===== config.mk =====
export PLATFORM = sky130hd
export DESIGN_NAME = round_robin_ring_manager
export DESIGN_NICKNAME = d
export VERILOG_FILES = /design/src/hw/rtl/rrm_pkg.sv /design/src/hw/rtl/round_robin_ring_manager.sv /design/src/hw/rtl/rrm_store.sv
export SDC_FILE = /design/constraint.sdc
export NUM_CORES = 1
export LEC_CHECK = 0
export BUFFER_PORTS_ARGS = -buffer_cell sky130_fd_sc_hd__buf_2
export CAP_MARGIN = 30
export CORE_MARGIN = 4
export CORE_UTILIZATION = 62
export DETAILED_ROUTE_END_ITERATION = 7
export GPL_ROUTABILITY_DRIVEN = 0
export PLACE_DENSITY = 0.79
export SYNTH_ARGS = -nofsm -noshare
export SYNTH_HDL_FRONTEND = slang
export SYNTH_SLANG_ARGS = --single-unit

===== constraint.sdc =====
create_clock -name clk -period 3.6 [get_ports clk]
set_input_delay 0.36 -clock clk [delete_from_list [all_inputs] [get_ports clk]]
set_output_delay 0.36 -clock clk [all_outputs]
set_load 0.02 [all_outputs]

===== src/hw/rtl/rrm_pkg.sv =====
// ----------------------------------------------------------------------------
// rrm_pkg
// Shared types and codes for the round-robin ring manager: request and status
// codes, transfer payloads, sequencer states and ring storage controls.
// ----------------------------------------------------------------------------
package rrm_pkg;

  localparam int ID_W = 16;

  // request codes
  localparam logic [2:0] REQ_ADD    = 3'd0;
  localparam logic [2:0] REQ_REMOVE = 3'd1;
  localparam logic [2:0] REQ_NEXT   = 3'd2;
  localparam logic [2:0] REQ_SKIP   = 3'd3;
  localparam logic [2:0] REQ_LIST   = 3'd4;

  // status codes
  localparam logic [1:0] STAT_OK        = 2'd0;
  localparam logic [1:0] STAT_EMPTY     = 2'd1;
  localparam logic [1:0] STAT_NOT_FOUND = 2'd2;
  localparam logic [1:0] STAT_FULL      = 2'd3;

  typedef struct packed {
    logic [2:0]      req_type;
    logic [ID_W-1:0] member_id;
  } in_item_t;

  typedef struct packed {
    logic [1:0]      status;
    logic [ID_W-1:0] shown_id;
    logic [4:0]      member_count;
    logic            one_left;
    logic            last_of_run;
  } out_item_t;

  // write strobes into the ring storage
  typedef struct packed {
    logic id_we;
    logic link_we;
    logic use_set;
    logic use_clr;
  } store_ctl_t;

  typedef enum logic [3:0] {
    S_IDLE,
    S_ADD_SCAN,
    S_ADD_LINK,
    S_REM_RD,
    S_REM_CHK,
    S_STEP_RD,
    S_STEP_GO,
    S_LIST_RD,
    S_LIST_EMIT,
    S_RES_RD,
    S_RES_EMIT
  } state_t;

endpackage


===== src/hw/rtl/round_robin_ring_manager.sv =====
// ----------------------------------------------------------------------------
// round_robin_ring_manager
// Ring of member ids kept in turn order with a current pointer; supports
// add, remove, next, skip and list, reporting count and winner on each result.
// ----------------------------------------------------------------------------
// A request is taken when start is high and busy is low; busy then stays high
// while a small sequencer walks the ring through one registered memory read
// port, one slot per cycle. Add scans the in-use flags from slot 0 for the
// first free slot and, on a non-empty ring, links it behind the tail; remove
// compares entries along the links until a hit or the end of the ring; next
// advances the current pointer once and skip twice; list reads out every
// member. Full, empty and unused request codes go straight to the result.
// The single result of a request is strobed on out_valid in the first cycle
// with busy low; list strobes one result per cycle, the last one (marked by
// last_of_run) coinciding with busy going low. Results are shown for one
// cycle only and must be taken then, since the block cannot be stalled.
module round_robin_ring_manager #(
  parameter int MAX_MEMBERS = 16
) (
  input  logic               clk,
  input  logic               rst_n,
  input  logic               start,
  output logic               busy,
  input  rrm_pkg::in_item_t  in_item,
  output logic               out_valid,
  output rrm_pkg::out_item_t out_item
);
  import rrm_pkg::*;

  localparam int SW = $clog2(MAX_MEMBERS);
  localparam int CW = $clog2(MAX_MEMBERS + 1);

  state_t          state_r, state_nxt;
  logic [ID_W-1:0] id_r, id_nxt;
  logic [1:0]      status_r, status_nxt;
  logic [SW-1:0]   cur_r, cur_nxt;
  logic [SW-1:0]   tail_r, tail_nxt;
  logic [CW-1:0]   count_r, count_nxt;
  logic [SW-1:0]   walk_r, walk_nxt;
  logic [SW-1:0]   prev_r, prev_nxt;
  logic [SW-1:0]   scan_r, scan_nxt;
  logic [CW-1:0]   iter_r, iter_nxt;
  logic            two_r, two_nxt;
  logic            out_valid_r, out_valid_nxt;
  out_item_t       out_item_r, out_item_nxt;

  store_ctl_t             ctl;
  logic [SW-1:0]          wr_addr;
  logic [SW-1:0]          link_addr;
  logic [SW-1:0]          link_data;
  logic [SW-1:0]          rd_addr;
  logic [ID_W-1:0]        rd_id;
  logic [SW-1:0]          rd_link;
  logic [MAX_MEMBERS-1:0] in_use;

  logic accept;
  logic empty;
  logic full;
  logic rem_hit;
  logic walk_end;
  logic scan_free;

  rrm_store #(
    .MAX_MEMBERS(MAX_MEMBERS)
  ) u_store (
    .clk      (clk),
    .rst_n    (rst_n),
    .ctl      (ctl),
    .wr_addr  (wr_addr),
    .wr_id    (id_r),
    .link_addr(link_addr),
    .link_data(link_data),
    .rd_addr  (rd_addr),
    .rd_id    (rd_id),
    .rd_link  (rd_link),
    .in_use   (in_use)
  );

  // shared conditions
  assign busy      = (state_r != S_IDLE);
  assign accept    = start && !busy;
  assign empty     = (count_r == '0);
  assign full      = (count_r >= CW'(MAX_MEMBERS));
  assign rem_hit   = (rd_id == id_r);
  assign walk_end  = ((iter_r + CW'(1)) == count_r);
  assign scan_free = !in_use[scan_r];

  // next state
  always_comb begin
    state_nxt = state_r;
    case (state_r)
      S_IDLE: begin
        if (accept) begin
          case (in_item.req_type)
            REQ_ADD:              state_nxt = full  ? S_RES_RD : S_ADD_SCAN;
            REQ_REMOVE:           state_nxt = empty ? S_RES_RD : S_REM_RD;
            REQ_NEXT, REQ_SKIP:   state_nxt = empty ? S_RES_RD : S_STEP_RD;
            REQ_LIST:             state_nxt = empty ? S_RES_RD : S_LIST_RD;
            default:              state_nxt = S_RES_RD;
          endcase
        end
      end
      S_ADD_SCAN: begin
        if (scan_free) begin
          state_nxt = empty ? S_RES_RD : S_ADD_LINK;
        end
      end
      S_ADD_LINK:  state_nxt = S_RES_RD;
      S_REM_RD:    state_nxt = S_REM_CHK;
      S_REM_CHK: begin
        if (rem_hit || walk_end) begin
          state_nxt = S_RES_RD;
        end
      end
      S_STEP_RD:   state_nxt = S_STEP_GO;
      S_STEP_GO:   state_nxt = two_r ? S_STEP_GO : S_RES_EMIT;
      S_LIST_RD:   state_nxt = S_LIST_EMIT;
      S_LIST_EMIT: state_nxt = walk_end ? S_IDLE : S_LIST_EMIT;
      S_RES_RD:    state_nxt = S_RES_EMIT;
      S_RES_EMIT:  state_nxt = S_IDLE;
      default:     state_nxt = S_IDLE;
    endcase
  end

  // datapath and storage controls
  always_comb begin
    id_nxt        = id_r;
    status_nxt    = status_r;
    cur_nxt       = cur_r;
    tail_nxt      = tail_r;
    count_nxt     = count_r;
    walk_nxt      = walk_r;
    prev_nxt      = prev_r;
    scan_nxt      = scan_r;
    iter_nxt      = iter_r;
    two_nxt       = two_r;
    out_valid_nxt = 1'b0;
    out_item_nxt  = out_item_r;
    ctl           = '0;
    wr_addr       = scan_r;
    link_addr     = scan_r;
    link_data     = cur_r;
    rd_addr       = cur_r;
    case (state_r)
      S_IDLE: begin
        if (accept) begin
          id_nxt   = in_item.member_id;
          walk_nxt = cur_r;
          prev_nxt = tail_r;
          scan_nxt = '0;
          iter_nxt = '0;
          two_nxt  = (in_item.req_type == REQ_SKIP);
          if (in_item.req_type == REQ_ADD) begin
            status_nxt = full ? STAT_FULL : STAT_OK;
          end else begin
            status_nxt = empty ? STAT_EMPTY : STAT_OK;
          end
        end
      end
      // claim the lowest free slot, link it to current
      S_ADD_SCAN: begin
        if (scan_free) begin
          ctl.id_we   = 1'b1;
          ctl.link_we = 1'b1;
          ctl.use_set = 1'b1;
          link_data   = empty ? scan_r : cur_r;
          if (empty) begin
            cur_nxt   = scan_r;
            tail_nxt  = scan_r;
            count_nxt = count_r + CW'(1);
          end
        end else begin
          scan_nxt = scan_r + SW'(1);
        end
      end
      // old tail now points at the new slot
      S_ADD_LINK: begin
        ctl.link_we = 1'b1;
        link_addr   = tail_r;
        link_data   = scan_r;
        tail_nxt    = scan_r;
        count_nxt   = count_r + CW'(1);
      end
      S_REM_RD: begin
        rd_addr = walk_r;
      end
      // compare one entry per cycle, following the links
      S_REM_CHK: begin
        if (rem_hit) begin
          ctl.use_clr = 1'b1;
          wr_addr     = walk_r;
          if (count_r == CW'(1)) begin
            count_nxt = '0;
            cur_nxt   = '0;
            tail_nxt  = '0;
          end else begin
            ctl.link_we = 1'b1;
            link_addr   = prev_r;
            link_data   = rd_link;
            if (walk_r == cur_r) begin
              cur_nxt = rd_link;
            end
            if (walk_r == tail_r) begin
              tail_nxt = prev_r;
            end
            count_nxt = count_r - CW'(1);
          end
        end else begin
          prev_nxt = walk_r;
          walk_nxt = rd_link;
          iter_nxt = iter_r + CW'(1);
          rd_addr  = rd_link;
          if (walk_end) begin
            status_nxt = STAT_NOT_FOUND;
          end
        end
      end
      S_STEP_RD: begin
        rd_addr = cur_r;
      end
      // advance current; the read of the new current feeds the result
      S_STEP_GO: begin
        tail_nxt = cur_r;
        cur_nxt  = rd_link;
        rd_addr  = rd_link;
        two_nxt  = 1'b0;
      end
      S_LIST_RD: begin
        rd_addr = cur_r;
      end
      // one listed member per cycle
      S_LIST_EMIT: begin
        rd_addr                   = rd_link;
        iter_nxt                  = iter_r + CW'(1);
        out_valid_nxt             = 1'b1;
        out_item_nxt.status       = STAT_OK;
        out_item_nxt.shown_id     = rd_id;
        out_item_nxt.member_count = 5'(count_r);
        out_item_nxt.one_left     = (count_r == CW'(1));
        out_item_nxt.last_of_run  = walk_end;
      end
      S_RES_RD: begin
        rd_addr = cur_r;
      end
      S_RES_EMIT: begin
        out_valid_nxt             = 1'b1;
        out_item_nxt.status       = status_r;
        out_item_nxt.shown_id     = empty ? '0 : rd_id;
        out_item_nxt.member_count = 5'(count_r);
        out_item_nxt.one_left     = (count_r == CW'(1));
        out_item_nxt.last_of_run  = 1'b1;
      end
      default: begin
        rd_addr = cur_r;
      end
    endcase
  end

  // control registers
  always_ff @(posedge clk) begin
    if (!rst_n) begin
      state_r     <= S_IDLE;
      cur_r       <= '0;
      tail_r      <= '0;
      count_r     <= '0;
      out_valid_r <= 1'b0;
    end else begin
      state_r     <= state_nxt;
      cur_r       <= cur_nxt;
      tail_r      <= tail_nxt;
      count_r     <= count_nxt;
      out_valid_r <= out_valid_nxt;
    end
  end

  // working registers
  always_ff @(posedge clk) begin
    id_r       <= id_nxt;
    status_r   <= status_nxt;
    walk_r     <= walk_nxt;
    prev_r     <= prev_nxt;
    scan_r     <= scan_nxt;
    iter_r     <= iter_nxt;
    two_r      <= two_nxt;
    out_item_r <= out_item_nxt;
  end

  assign out_valid = out_valid_r;
  assign out_item  = out_item_r;

`ifndef SYNTHESIS
  // occupancy flags agree with the member count between requests
  a_count_matches_flags: assert property (@(posedge clk) disable iff (!rst_n)
    (state_r == S_IDLE) |-> ($countones(in_use) == count_r))
    else $error("in-use flags disagree with member count");

  a_count_bound: assert property (@(posedge clk) disable iff (!rst_n)
    count_r <= CW'(MAX_MEMBERS))
    else $error("member count exceeds ring size");

  // a list run continues until its last transfer
  a_list_continues: assert property (@(posedge clk) disable iff (!rst_n)
    (out_valid && !out_item.last_of_run) |=> out_valid)
    else $error("list run broken before last transfer");

  // the final transfer of a request leaves the block free
  a_last_frees: assert property (@(posedge clk) disable iff (!rst_n)
    (out_valid && out_item.last_of_run) |-> !busy)
    else $error("still busy on final transfer");

  a_accept_busy: assert property (@(posedge clk) disable iff (!rst_n)
    (start && !busy) |=> busy)
    else $error("request taken without going busy");
`endif

endmodule


===== src/hw/rtl/rrm_store.sv =====
// ----------------------------------------------------------------------------
// rrm_store
// Ring storage: member id memory and next-link memory, each with one write
// port and one registered read port, plus the per-slot in-use flags.
// ----------------------------------------------------------------------------
module rrm_store #(
  parameter int MAX_MEMBERS = 16,
  localparam int SW = $clog2(MAX_MEMBERS)
) (
  input  logic                     clk,
  input  logic                     rst_n,
  input  rrm_pkg::store_ctl_t      ctl,
  input  logic [SW-1:0]            wr_addr,
  input  logic [rrm_pkg::ID_W-1:0] wr_id,
  input  logic [SW-1:0]            link_addr,
  input  logic [SW-1:0]            link_data,
  input  logic [SW-1:0]            rd_addr,
  output logic [rrm_pkg::ID_W-1:0] rd_id,
  output logic [SW-1:0]            rd_link,
  output logic [MAX_MEMBERS-1:0]   in_use
);
  import rrm_pkg::*;

  logic [ID_W-1:0]        id_mem   [MAX_MEMBERS];
  logic [SW-1:0]          link_mem [MAX_MEMBERS];
  logic [MAX_MEMBERS-1:0] in_use_r;

  // id memory
  always_ff @(posedge clk) begin
    if (ctl.id_we) begin
      id_mem[wr_addr] <= wr_id;
    end
    rd_id <= id_mem[rd_addr];
  end

  // link memory
  always_ff @(posedge clk) begin
    if (ctl.link_we) begin
      link_mem[link_addr] <= link_data;
    end
    rd_link <= link_mem[rd_addr];
  end

  // occupancy flags
  always_ff @(posedge clk) begin
    if (!rst_n) begin
      in_use_r <= '0;
    end else if (ctl.use_set) begin
      in_use_r[wr_addr] <= 1'b1;
    end else if (ctl.use_clr) begin
      in_use_r[wr_addr] <= 1'b0;
    end
  end

  assign in_use = in_use_r;

endmodule


* Word-level counts from Yosys, hierarchy flattened
Memories as Yosys holds them, arrays and structs flattened. A register that Yosys moved wholly into a read port is not among the register bits.
Index checks and enable logic that the tools add are counted.
W data, S select, Z words.
** Operators by class
- Multiplexer cells :: 81
- Magnitude comparators :: 4
- Bitwise gates (word level) :: 3
- Add/subtract/negate cells :: 4
- Reductions and logical operators :: 30
- Equality and inequality tests :: 29
** Operators by type and width (number)
- $mux W4 :: 33
- $pmux W25 S2 :: 1
- $mux W16 :: 3
- $pmux W4 S10 :: 1
- $pmux W4 S3 :: 3
- $pmux W4 S2 :: 4
- $pmux W4 S4 :: 2
- $mux W5 :: 6
- $pmux W5 S3 :: 2
- $and A16 B16 Y16 :: 1
- $eq A16 B16 Y1 :: 1
- $eq A4 B3 Y1 const B :: 4
- $ne A2 B2 Y1 const B :: 8
- $not A16 Y16 :: 1
- $or A16 B16 Y16 :: 1
- $mux W1 :: 15
- $reduce_and A3 Y1 :: 5
- $eq A4 B4 Y1 const B :: 3
- $add A5 B1 Y5 const B :: 2
- $lt A4 B5 Y1 const B :: 2
- $mux W2 :: 5
- $reduce_bool A2 Y1 :: 5
- $reduce_bool A3 Y1 :: 3
- $eq A4 B2 Y1 const B :: 2
- other kinds (29) :: 38
** Storage, ports and cells
- Flip-flop bits (word level) :: 95
- Output and inout bits :: 27
- Logic and storage cells :: 171
- Memories :: 2
- Memory bits (writable) :: 320
** Memories
- u_store.id_mem :: depth 16, bits a word 16, rd ports 1, clocked after memory_dff 1, wr ports 1, line rrm_store.sv:24 : logic [ID_W-1:0] id_mem [MAX_MEMBERS];
- u_store.link_mem :: depth 16, bits a word 4, rd ports 1, clocked after memory_dff 1, wr ports 1, line rrm_store.sv:25 : logic [SW-1:0] link_mem [MAX_MEMBERS];

* Depth between registers and ports, before layout
Gate-level depths: netlist of the first run.
- Depth in word-level cells :: 11
- Mapped depth :: 11
- Depth with buffers taken out :: 9

* By module
Synthesis of the first run repeated with hierarchy kept, for this count alone.
** Unflattened totals
- Cells, all modules :: 1106
- Area total of the unflattened synthesis :: 18034.8 µm²
** Modules (own cells, without submodules)
- rrm_store :: times used 1, area an instance 13429.1 µm², seq. area each 10329.9 µm², cells an instance 651
- round_robin_ring_manager :: times used 1, area an instance 4605.7 µm², seq. area each 2192.1 µm², cells an instance 455

* Worst setup path after synthesis of the first run
No wires, ideal clock.
- Kind :: reg-to-reg
- Start :: register id_r[14]
- End :: memory u_store.id_mem[7][0], enable pin
- Path slack :: 0.335 ns
- Data required time :: 3.210 ns
- Data arrival time :: 2.875 ns
- Cell stages (with the launch flop) :: 10
- Buffers on the path :: 2
- Cell sequence :: edfxtp_1 xnor2_1 nand4_1 nor4_4 buf_4 and2_1 clkbuf_1 and3_1 o21ai_0 nor2_1
** On the way
- Longest elaborated chain between the ends :: 3
** RTL lines
- start: declaration :: line round_robin_ring_manager.sv:34 : logic [ID_W-1:0] id_r, id_nxt;
- start signal: assignment :: line round_robin_ring_manager.sv:278 : id_r <= id_nxt;
- $eq A16 B16 Y1 :: line round_robin_ring_manager.sv:84 : assign rem_hit = (rd_id == id_r);
- $mux W4 :: line round_robin_ring_manager.sv:189 : if (rem_hit) begin
- $mux W4 :: line round_robin_ring_manager.sv:144 : case (state_r)
- end: declaration :: line rrm_store.sv:24
No other way between the ends.

* Worst setup path in the final report of the first run
- Start :: register id_r[12]
- End :: register u_store.rd_id[8] in the netlist's numbering, read port of u_store.id_mem
** On the way
- Longest elaborated chain between the ends :: 3
** RTL lines
- $eq A16 B16 Y1 :: line round_robin_ring_manager.sv:84
- $mux W4 :: line round_robin_ring_manager.sv:189
- $pmux W4 S3 :: line round_robin_ring_manager.sv:144
- end: declaration :: line rrm_store.sv:18 : output logic [rrm_pkg::ID_W-1:0] rd_id,
No other way between the ends.
A chain may end at the register's enable or synchronous reset.

==> flow_summary_export.csv, run 1 <==
group,metric,value,unit
outcome,status,"complete, no violations",
clock_network,root_buffer,"clkbuf_16",
run,maxCapViolCount,0,
routing,via_count,11265,
synth,synth_compound_area_frac,0.0841,
critical_path,startpoint_type,"flip-flop",
floorplan,dieArea,0.0320,mm2
pwr,p_leak,0.00806,uW
global_route,grt_max_degree,30,
pwr,powerDensity,869,mW/mm2
synth,syn_avg_cell_area,14.7,um2
sta,fmax,291,MHz
synth,ys_seq_area_frac,0.691,
sta,fin_skew,0.0172,ns
clock_network,cts_tree,"built",
global_route,grt_antenna_before_repair,0,
synth,synth_async_sr_flop_share,0,
global_route,gr-total-overflow,0,
routing,vias_per_cell,6.41,
global_route,grt_first_pass_wirelength,65.5,mm
pwr,internal_power,12100,uW
synth,syn-num-nets,1264,
sta,rsz0062_at_grt,"false",
pwr,seqPwrFrac,0.395,
synth,muxShareOfSynthArea,0.101,
sta,fin_crit,3.44,ns
floorplan,placeableCoreArea,0.0288,mm2
worst_hold_path,holdPathStages,1,
sta,setup_viol,0,
synth,synthAdderAreaFrac,0.00414,
clock_network,cts.sinks,435,
pwr,switching_share,0.337,
clock_network,ctsLongestPathBuffers,3,
synth,yosys.area_share.simple,0.0762,
synth,syn_area,0.0181,mm2
synth,synth_area_leaders,"edfxtp_1 63%, mux2i_1 7.0%, dfxtp_1 6.0%",
sta,finalCritPeriodShare,0.955,
floorplan,ioPinCount,49,
finish,nNetsFinal,1366,
synth,synth_edf_count,381,
finish,drive_gt1_frac,0.185,
placed_design,port_buffers,48,
critical_path,startpoint,"id_r[12]$_DFFE_PP_",
pwr,p_switching,6170,uW
sta,fin_ws,0.160,ns
floorplan,fp.dieW,179,um
synth,ys_seq_elements,435,
synth,synth_cell_types,73,
critical_path,cp.arrival,3.85,ns
synth,yosysTopAreaCellShare,0.631,
finish,antenna_cells,0,
worst_hold_path,worstHoldPathType,"primary input to flip-flop",
pwr,power_frac_clock,0.265,
synth,synth_top_family_by_area,"multiplexers",
critical_path,cp_cell_sequence,"xnor2_2 > nand4_1 > nor4_4 > buf_4 > buf_4 > a21o_1 > a221oi_4 > buf_12 > buf_4 > mux2_1 > a22o_1 > or4_1",
routing,drtIter0Drc,1388,
pwr,pwr-share-comb,0.340,
critical_path,path_common_cell,"buf_4",
routing,drc,0,
global_route,grt_pass1_vias,10922,
critical_path,crit_fanout,12,
synth,synth_xor_area_frac,0.0189,
floorplan,start_util,0.630,
placed_design,dp_hpwl,26.7,mm
placed_design,place_ws,0.0212,ns
clock_network,cts_buffers,43,
routing,drtPass1Iterations,6,
floorplan,chipHeight,179,um
sta,slew_viol_final,0,
floorplan,rows,62,
sta,fin_setup_tns,0,ns
worst_hold_path,worstHoldStart,"in_item[5]",
synth,yosysWarnings,0,
synth,syn_inst,1236,
global_route,gr-usage-all-layers,0.276,
sta,final_hold_viol_count,0,
routing,wl_per_cell,25.2,um
clock_network,htree_levels,2,
synth,synthFlopType,"edfxtp_1",
critical_path,critPathCaptureType,"flip-flop",
routing,postRouteWirelength,44.2,mm
sta,worst_pin_slew,0.807,ns
finish,area_delta_synth_final,16.1,%
critical_path,r2r-end,"u_store.rd_id[8]$_DFF_P_",
critical_path,crit_type,"flip-flop to flip-flop",
critical_path,reg2reg_from,"id_r[12]$_DFFE_PP_",
clock_network,path_clk_slew,0.06,ns
critical_path,critPathMaxStageDelay,0.50,ns
worst_hold_path,hold_end,"id_r[5]$_DFFE_PP_",
routing,antenna_left,0,
clock_network,clock_latency,0.55,ns
critical_path,rrSetupSlack,0.16,ns
finish,n_fill_cell,1776,
critical_path,worstPathRequired,4.01,ns
pwr,vdd_drop_max,492,uV
sta,slew_headroom,0.462,
critical_path,ff2ff_path_depth,12,
synth,synth_top_area_cell,"edfxtp_1",
critical_path,slowest_stage,"edfxtp_1",
-- Yosys cell counts, drive strengths merged (4+ instances only) --
library cell / instances
o21a: 11
nand3: 10
nand2: 75
nor2: 58
nand3b: 5
edfxtp: 381
nor3b: 7
a21oi: 52
mux2: 40
and2: 23
a31oi: 4
o21ai: 38
a22o: 21
clkbuf: 35
xnor2: 22
a211oi: 5
ha: 6
mux4: 5
xor2: 17
buf: 39
dfxtp: 54
nor3: 9
nand4: 4
mux2i: 126
a21o: 4
or4: 20
inv: 20
o22ai: 63
and3: 9
or2: 15
nor2b: 10
-- kinds of logic (layout without fill, tap and decap cells) --
| family | count (synthesis) | after routing |
|---|---|---|
| flip-flops | 435 | 435 |
| AND/OR/NAND/NOR | 262 | 262 |
| adder cells (fa/ha/maj) | 6 | 6 |
| AO/OA/AOI/OAI | 229 | 229 |
| multiplexers | 171 | 171 |
| buffers and inverters | 94 | 231 |
| XOR/XNOR | 39 | 39 |
-- routing by layer --
layer / global-route usage / part of all wire / vias up
met5: 0 / 0 / -
li1: - / - / 4943
met4: 0.102 / 0.038 / 0
met1: 0.372 / 0.38 / 5536
met3: 0.0506 / 0.099 / 136
met2: 0.452 / 0.48 / 650
-- per-stage QoR --
stage	power [uW]	area, um2	util	hold slack [ns]	cells
2_1_floorplan	11200	18100	-	0.406	1236
3_3_place_gp	13200	19400	0.673	0.461	1666
3_5_place_dp	13400	19400	0.673	0.469	1666
4_1_cts	18200	21000	0.730	0.00428	1756
5_1_grt	19000	21000	0.731	0.00723	1757
6_report	18300	21000	0.731	0.0177	1757
-- final cells by class --
class,count,area (um2),area share
well taps,384,480,0.0228
clock inverters,22,329,0.0156
clock buffers,58,1220,0.0582
inverters,20,75.1,0.00357
multi-input cells,707,5190,0.247
flip-flops and latches,435,12500,0.595
repair buffers,131,1210,0.0577
-- flip-flops by register name, summed over array words and instances (netlist names), 2 cells and up, named ones only --
register and count:
prev_r 4, u_store.rd_id 16, cur_r 4, u_store.link_mem 64, id_r 16, status_r 2
state_r 4, scan_r 4, u_store.id_mem 256, out_item 25, count_r 5, tail_r 4
walk_r 4, u_store.rd_link 4, iter_r 5
-- critical path: cells and delay by family (launching register included) --
family                    cells  cell delay (ns)
muxes                         1             0.34
DFF                           1             0.50
and+or+nand+nor               3             0.85
buffers and inverters         4             0.76
AOI/OAI and AO/OA             3             0.56
xor gates and xnor gates      1             0.30
-- power by group through the flow --
stage               Sequential, uW  Clock (uW)  Combinational (uW)
floorplan                     7160           0                4050
global placement              7270           0                5890
detailed placement            7290           0                6060
CTS                           7190        4870                6140
global route                  7260        5080                6610
finish                        7230        4840                6220
-- timing repair --
item,4_1_cts,5_1_grt
setup buffers,0,1
hold buffers,10,0
endpoints found under the setup margin,72,216
endpoints found under the hold margin,10,0
gates resized for setup,0,3
pin swaps,1,1
-- worst max-delay path by stage --
stage / end / slack, ns / depth (start not counted)
finish: u_store.rd_id[8]$_DFF_P_ / 0.16 / 12
global placement: u_store.rd_id[12]$_DFF_P_ / 0.17 / 11
floorplan: u_store.id_mem[7][0]$_DFFE_PP_ / 0.33 / 9
CTS: u_store.id_mem[6][13]$_DFFE_PP_ / 0.001 / 11
detailed placement: u_store.rd_id[10]$_DFF_P_ / 0.02 / 11
global route: u_store.rd_id[8]$_DFF_P_ / 0.01 / 12
-- cells in the final DEF, fill, tap and decap left out, types with 11 or more instances in the layout --
cell | netlist | layout
mux2_1 | 11 | 11
nor2_1 | 56 | 50
mux2_2 | 29 | 29
a22o_1 | 21 | 21
buf_2 | 23 | 48
xor2_1 | 17 | 17
nand2_1 | 75 | 74
o21ai_0 | 36 | 36
clkbuf_16 | 0 | 45
or4_1 | 20 | 20
mux2i_1 | 126 | 126
a21oi_1 | 52 | 52
or2_2 | 13 | 13
xnor2_1 | 22 | 21
buf_12 | 0 | 26
o22ai_1 | 63 | 63
edfxtp_1 | 381 | 381
and2_1 | 22 | 22
inv_1 | 20 | 20
buf_4 | 9 | 47
dfxtp_1 | 54 | 54
o21a_1 | 11 | 11
No activity file was read; power rests on OpenSTA's default activity.
==> run 2, diff against run 1 <==
--- a/config.mk
+++ b/config.mk
@@ -5,13 +5,14 @@
 export SDC_FILE = /design/constraint.sdc
 export NUM_CORES = 1
 export LEC_CHECK = 0
+export ABC_AREA = 1
 export BUFFER_PORTS_ARGS = -buffer_cell sky130_fd_sc_hd__buf_2
 export CAP_MARGIN = 30
 export CORE_MARGIN = 4
-export CORE_UTILIZATION = 62
+export CORE_UTILIZATION = 63
 export DETAILED_ROUTE_END_ITERATION = 7
 export GPL_ROUTABILITY_DRIVEN = 0
-export PLACE_DENSITY = 0.79
+export PLACE_DENSITY = 0.8
 export SYNTH_ARGS = -nofsm -noshare
 export SYNTH_HDL_FRONTEND = slang
 export SYNTH_SLANG_ARGS = --single-unit
==> run 2 against run 1 <==
Clock-buffer cell count is 3 higher. Via count rose by 32%. Highest routed layer unchanged. Wire length grew 13%. Largest cell class unchanged. Total power grew 17%. Critical path type unchanged. First-iteration DRC count rose by 5.4%.
==> flow_summary_export.csv, run 2 <==
group,metric,value,unit
finish,top_register,"u_store.id_mem",
synth,syn_area,0.0197,mm2
sta,final_hold_viol_count,0,
critical_path,path_common_cell,"nand2_1",
placed_design,place_ws,0.318,ns
sta,rsz0062_at_grt,"false",
run,maxCapViolCount,0,
clock_network,clock_latency,0.57,ns
critical_path,cp_cell_sequence,"inv_1 > nand2_1 > nand2_1 > nor2_1 > nand2_1 > nor2_2 > nand3_2 > inv_2 > nand2_1 > o21ai_0 > nand2_1 > nor2_1 > nand2_1 > inv_1 > buf_4",
synth,synth_top_area_cell,"edfxtp_1",
critical_path,startpoint_type,"flip-flop",
pwr,power_frac_clock,0.217,
synth,synthTopCellsByCount,"402 x nand3_1, 391 x nand2_1, 381 x edfxtp_1",
global_route,grt_max_degree,133,
synth,synth_area_leaders,"edfxtp_1 58%, nand3_1 10%, nand2_1 7.4%",
critical_path,critPathMaxStageDelay,0.66,ns
outcome,status,"complete, no violations",
pwr,vdd_drop_max,895,uV
synth,syn-num-nets,2041,
sta,fin_setup_tns,0,ns
pwr,internal_power,12200,uW
synth,yosysWarnings,0,
sta,fin_ws,0.231,ns
clock_network,path_clk_slew,0.06,ns
pwr,switching_share,0.431,
clock_network,ctsLongestPathBuffers,3,
floorplan,placeableCoreArea,0.0307,mm2
routing,via_count,14883,
synth,ys_seq_area_frac,0.634,
global_route,grt_antenna_before_repair,1,
critical_path,cp_top_family,"simple AND/OR/NAND/NOR gates",
critical_path,crit_buf_inv,4,
clock_network,root_buffer,"clkbuf_16",
sta,fin_skew,0.0405,ns
critical_path,crit_type,"flip-flop to flip-flop",
finish,final_area,0.0223,mm2
pwr,seqPwrFrac,0.331,
global_route,gr-total-overflow,0,
floorplan,ioPinCount,49,
finish,seq_area,0.0125,mm2
finish,largest_reg_flops,256,
routing,antenna_left,0,
critical_path,path_depth,15,
sta,fin_crit,3.37,ns
finish,nNetsFinal,2105,
critical_path,ff2ff_path_depth,15,
synth,syn_avg_cell_area,9.81,um2
clock_network,htree_levels,2,
synth,synth_async_sr_flop_share,0,
finish,area_delta_synth_final,13.1,%
critical_path,crit_fanout,22,
worst_hold_path,worstHoldPathType,"primary input to flip-flop",
worst_hold_path,holdPathStages,1,
sta,setup_viol,0,
routing,drc,0,
floorplan,rows,64,
critical_path,worstPathRequired,3.81,ns
finish,layout_common_cells,"402 x nand3_1, 391 x nand2_1, 381 x edfxtp_1, 337 x inv_1, 92 x nor2_1",
global_route,grt_pass1_vias,14619,
critical_path,slowest_stage,"edfxtp_1",
clock_network,cts.sinks,435,
synth,yosysMostFrequentCell,"nand3_1",
routing,drtIter0Drc,1463,
synth,yosysTopAreaCellShare,0.580,
synth,synth_cell_types,43,
finish,multiInputGateArea,0.00552,mm2
placed_design,port_buffers,48,
pwr,pwr-share-comb,0.452,
synth,synthFlopType,"edfxtp_1",
floorplan,fp.dieW,185,um
sta,finalCritPeriodShare,0.936,
pwr,p_leak,0.00954,uW
floorplan,start_util,0.642,
floorplan,dieArea,0.0342,mm2
floorplan,chipHeight,185,um
placed_design,placed_area,0.0207,mm2
routing,wl_per_cell,19.9,um
critical_path,critPathCaptureType,"flip-flop",
sta,fmax,297,MHz
global_route,grt_first_pass_wirelength,77.6,mm
routing,vias_per_cell,5.93,
finish,n_fill_cell,2031,
synth,synth_edf_count,381,
synth,syn_inst,2013,
placed_design,dp_hpwl,28.9,mm
pwr,p_switching,9210,uW
finish,drive_gt1_frac,0.102,
global_route,gr-usage-all-layers,0.293,
clock_network,cts_buffers,44,
sta,slew_headroom,0.487,
routing,drtPass1Iterations,6,
sta,slew_viol_final,0,
critical_path,cp.arrival,3.58,ns
sta,worst_pin_slew,0.764,ns
pwr,powerDensity,957,mW/mm2
clock_network,cts_tree,"built",
finish,mostFrequentLayoutCell,"nand3_1",
routing,postRouteWirelength,50.1,mm
synth,ys_seq_elements,435,
[run 2: cell types whose count changed after synthesis, moves of 29 or more]
cell      delta
nand3_1    +392
inv_1      +317
nand2_1    +316
mux2i_1    -126
o22ai_1     -56
nand3b_1    +54
nor2_1      +38
mux2_2      -29
[run 2: logic make-up (layout without fill, tap and decap cells)]
logic type      after synthesis  after routing  synth area share
compound gates              122            122            0.0354
xor+xnor                     17             17           0.00754
fa+ha+maj                     6              6           0.00380
buf+inv                     449            548            0.0883
flops                       435            435             0.634
other cells                   0              2                 0
simple gates                984            984             0.231
[run 2: metal layers]
layer / global-route usage / wire length (um)
met3: 0.0452 / 4560
met5: 0 / 0
met1: 0.379 / 18400
met4: 0.156 / 2660
met2: 0.484 / 24400
[run 2: worst reg2reg max path: stages (launching register included)]
cell and delay, ns:
edfxtp_1 0.66, inv_1 0.08, nand2_1 0.08, nand2_1 0.07
nor2_1 0.10, nand2_1 0.07, nor2_2 0.25, nand3_2 0.21
inv_2 0.35, nand2_1 0.11, o21ai_0 0.22, nand2_1 0.18
nor2_1 0.16, nand2_1 0.08, inv_1 0.06, buf_4 0.33
[run 2: worst paths after layout]
| path | start | end | slack [ns] |
|---|---|---|---|
| worst max-delay path | id_r[14]$_DFFE_PP_ | u_store.id_mem[15][13]$_DFFE_PP_ | 0.23 |
| worst max register to register | id_r[14]$_DFFE_PP_ | u_store.id_mem[15][13]$_DFFE_PP_ | 0.23 |
| worst min register to register | flip-flop | flip-flop | 0.46 |
| worst min-delay path | in_item[9] | id_r[9]$_DFFE_PP_ | 0.02 |
[run 2: power by group through the flow]
stage / logic, uW / clock network (uW) / registers, uW
2_1_floorplan: 6440 / 0 / 7140
3_3_place_gp: 9010 / 0 / 7130
3_5_place_dp: 9360 / 0 / 7160
4_1_cts: 9490 / 4670 / 7060
5_1_grt: 10600 / 4900 / 7120
6_report: 9660 / 4640 / 7080
[run 2: layout make-up]
| type | instances | area share |
|---|---|---|
| Antenna cell | 2 | 0.000224 |
| Multi-Input combinational cell | 1129 | 0.247 |
| Clock inverter | 20 | 0.0117 |
| Tap cell | 396 | 0.0222 |
| Sequential cell | 435 | 0.561 |
| Clock buffer | 61 | 0.0553 |
| Timing Repair Buffer | 113 | 0.0430 |
| Inverter | 354 | 0.0595 |
[run 2: timing repair]
action / in CTS / in global routing
resized for setup: 0 / 1
setup endpoints to repair: 0 / 56
setup buffers: 0 / 2
hold buffers: 10 / 0
hold endpoints to repair: 10 / 0
[run 2: per-stage QoR]
step                hold WS, ns  instances  utilization  power [uW]
finish                   0.0225       2510        0.726       21400
global route            0.00169       2508        0.726       22600
CTS                     0.00538       2506        0.726       21200
detailed placement        0.453       2415        0.674       16500
global placement          0.449       2414        0.673       16100
floorplan                 0.431       2013            -       13600
==> run 3, diff against run 2 <==
==> constraint.sdc (replaced) <==
create_clock -name clk -period 3.46 [get_ports clk]
set_input_delay 0.519 -clock clk [delete_from_list [all_inputs] [get_ports clk]]
set_output_delay 0.519 -clock clk [all_outputs]
set_load 0.02 [all_outputs]
==> run 3 against run 2 <==
Combinational power increased by 8%. Worst setup slack got worse by 0.016 ns. Design area is 1.4% lower. Clock skew decreased by 0.0062 ns. Critical path depth unchanged. Die area unchanged. Sequential cell count did not move. Global-route usage fell by 0.75 points. Worst hold slack improved by 0.11 ns. Core utilization is 0.99 points lower. Register-to-register slack got worse by 0.02 ns.
==> flow_summary_export.csv, run 3 (synthesized netlist as in run 2, its figures left out) <==
group,metric,value,unit
placed_design,dp_hpwl,30.1,mm
sta,worst_pin_slew,0.878,ns
finish,layout_common_cells,"402 x nand3_1, 391 x nand2_1, 381 x edfxtp_1, 337 x inv_1, 91 x nor2_1",
finish,top_register,"u_store.id_mem",
pwr,power.total,22100,uW
routing,postRouteWirelength,49.3,mm
finish,utilization,0.716,
critical_path,critPathCaptureType,"flip-flop",
sta,fin_ws,0.215,ns
critical_path,rrSetupSlack,0.21,ns
run,maxCapViolCount,0,
sta,setup_viol,0,
critical_path,crit_type,"flip-flop to flip-flop",
clock_network,clock_latency,0.56,ns
floorplan,start_util,0.642,
global_route,gr-usage-all-layers,0.286,
sta,rsz0062_at_grt,"false",
outcome,status,"complete, no violations",
clock_network,cts.sinks,435,
sta,fin_crit,3.25,ns
finish,antenna_cells,0,
placed_design,place_ws,0.321,ns
finish,drive_gt1_frac,0.103,
clock_network,cts_tree,"built",
sta,final_hold_viol_count,0,
floorplan,fp.dieW,185,um
sta,holdWs,0.135,ns
clock_network,htree_levels,2,
critical_path,startpoint_type,"flip-flop",
sta,slew_headroom,0.411,
routing,drtIter0Drc,1842,
finish,largest_reg_flops,256,
global_route,grt_antenna_before_repair,0,
routing,antenna_left,0,
sta,fin_setup_tns,0,ns
floorplan,chipHeight,185,um
finish,nNetsFinal,2104,
critical_path,worstPathRequired,3.88,ns
clock_network,root_buffer,"clkbuf_16",
floorplan,dieArea,0.0342,mm2
worst_hold_path,worstHoldPathType,"primary input to flip-flop",
floorplan,ioPinCount,49,
critical_path,crit_fanout,31,
finish,area_delta_synth_final,11.6,%
global_route,grt_max_degree,161,
pwr,powerDensity,1000,mW/mm2
pwr,vdd_drop_max,849,uV
critical_path,cp.arrival,3.67,ns
routing,drtPass1Iterations,5,
global_route,gr-total-overflow,0,
clock_network,path_clk_slew,0.06,ns
sta,slew_viol_final,0,
routing,wl_per_cell,19.7,um
global_route,grt_pass1_vias,14529,
placed_design,port_buffers,48,
routing,drc,0,
floorplan,rows,64,
finish,mostFrequentLayoutCell,"nand3_1",
global_route,grt_first_pass_wirelength,76.7,mm
sta,fmax,308,MHz
sta,finalCritPeriodShare,0.938,
clock_network,ctsHoldBuffers,0,
floorplan,placeableCoreArea,0.0307,mm2
routing,vias_per_cell,5.95,
clock_network,cts_buffers,43,
routing,via_count,14914,
clock_network,ctsLongestPathBuffers,3,
pwr,p_leak,0.00942,uW
sta,fin_skew,0.0342,ns
-- run 3: power breakdown --
part | switching (uW) | internal (uW) | total [uW]
clock network | 1940 | 2460 | 4410
registers | 429 | 6870 | 7290
logic | 7390 | 2990 | 10400
-- run 3: layout make-up --
type / instances / area (um2)
multi-input combinational: 1129 / 5530
clock buffer: 61 / 1170
sequential: 435 / 12500
tap: 396 / 495
timing repair buffer: 113 / 828
clock inverter: 18 / 154
fill: 2095 / 8720
inverter: 354 / 1330
-- run 3: stage by stage --
step                std cells  cell area (um2)
global route             2506            22000
global placement         2426            20700
CTS                      2506            22000
detailed placement       2427            20700
floorplan                2013            19700
finish                   2506            22000
-- run 3: path summary, 6_finish.rpt --
| path | from | end | depth (start not counted) |
|---|---|---|---|
| worst max-delay path | id_r[7]$_DFFE_PP_ | u_store.rd_id[5]$_DFF_P_ | 15 |
| worst min-delay path | in_item[6] | id_r[6]$_DFFE_PP_ | 1 |
| worst max register to register | id_r[7]$_DFFE_PP_ | u_store.rd_id[5]$_DFF_P_ | 15 |
| worst min register to register | flip-flop | flip-flop | 2 |
-- run 3: repair_timing --
action | 4_1_cts | 5_1_grt
gates resized for setup | 0 | 2
setup buffers | 0 | 0
endpoints found under the setup margin | 0 | 21
-- run 3: per-layer routing --
metal / part of all wire / vias up / global-route usage / wire, um
met5: 0 / - / 0 / 0
met2: 0.48 / 917 / 0.471 / 23900
met1: 0.37 / 7006 / 0.379 / 18100
met3: 0.10 / 155 / 0.0462 / 5050
met4: 0.046 / 0 / 0.127 / 2260
li1: - / 6836 / - / -
-- run 3: critical path, stage by stage, from the launching register on --
cell and delay (ns):
edfxtp_1 0.43, nand2_1 0.11, nand2_1 0.07, nor2_1 0.13, nand2_1 0.16, nor2_2 0.25, nand2_1 0.20, nand3_1 0.17
nand3_4 0.28, nand2_4 0.30, buf_4 0.38, nand2_1 0.10, nand3_1 0.09, nand3_1 0.15, nand3_1 0.18, nand2_1 0.08
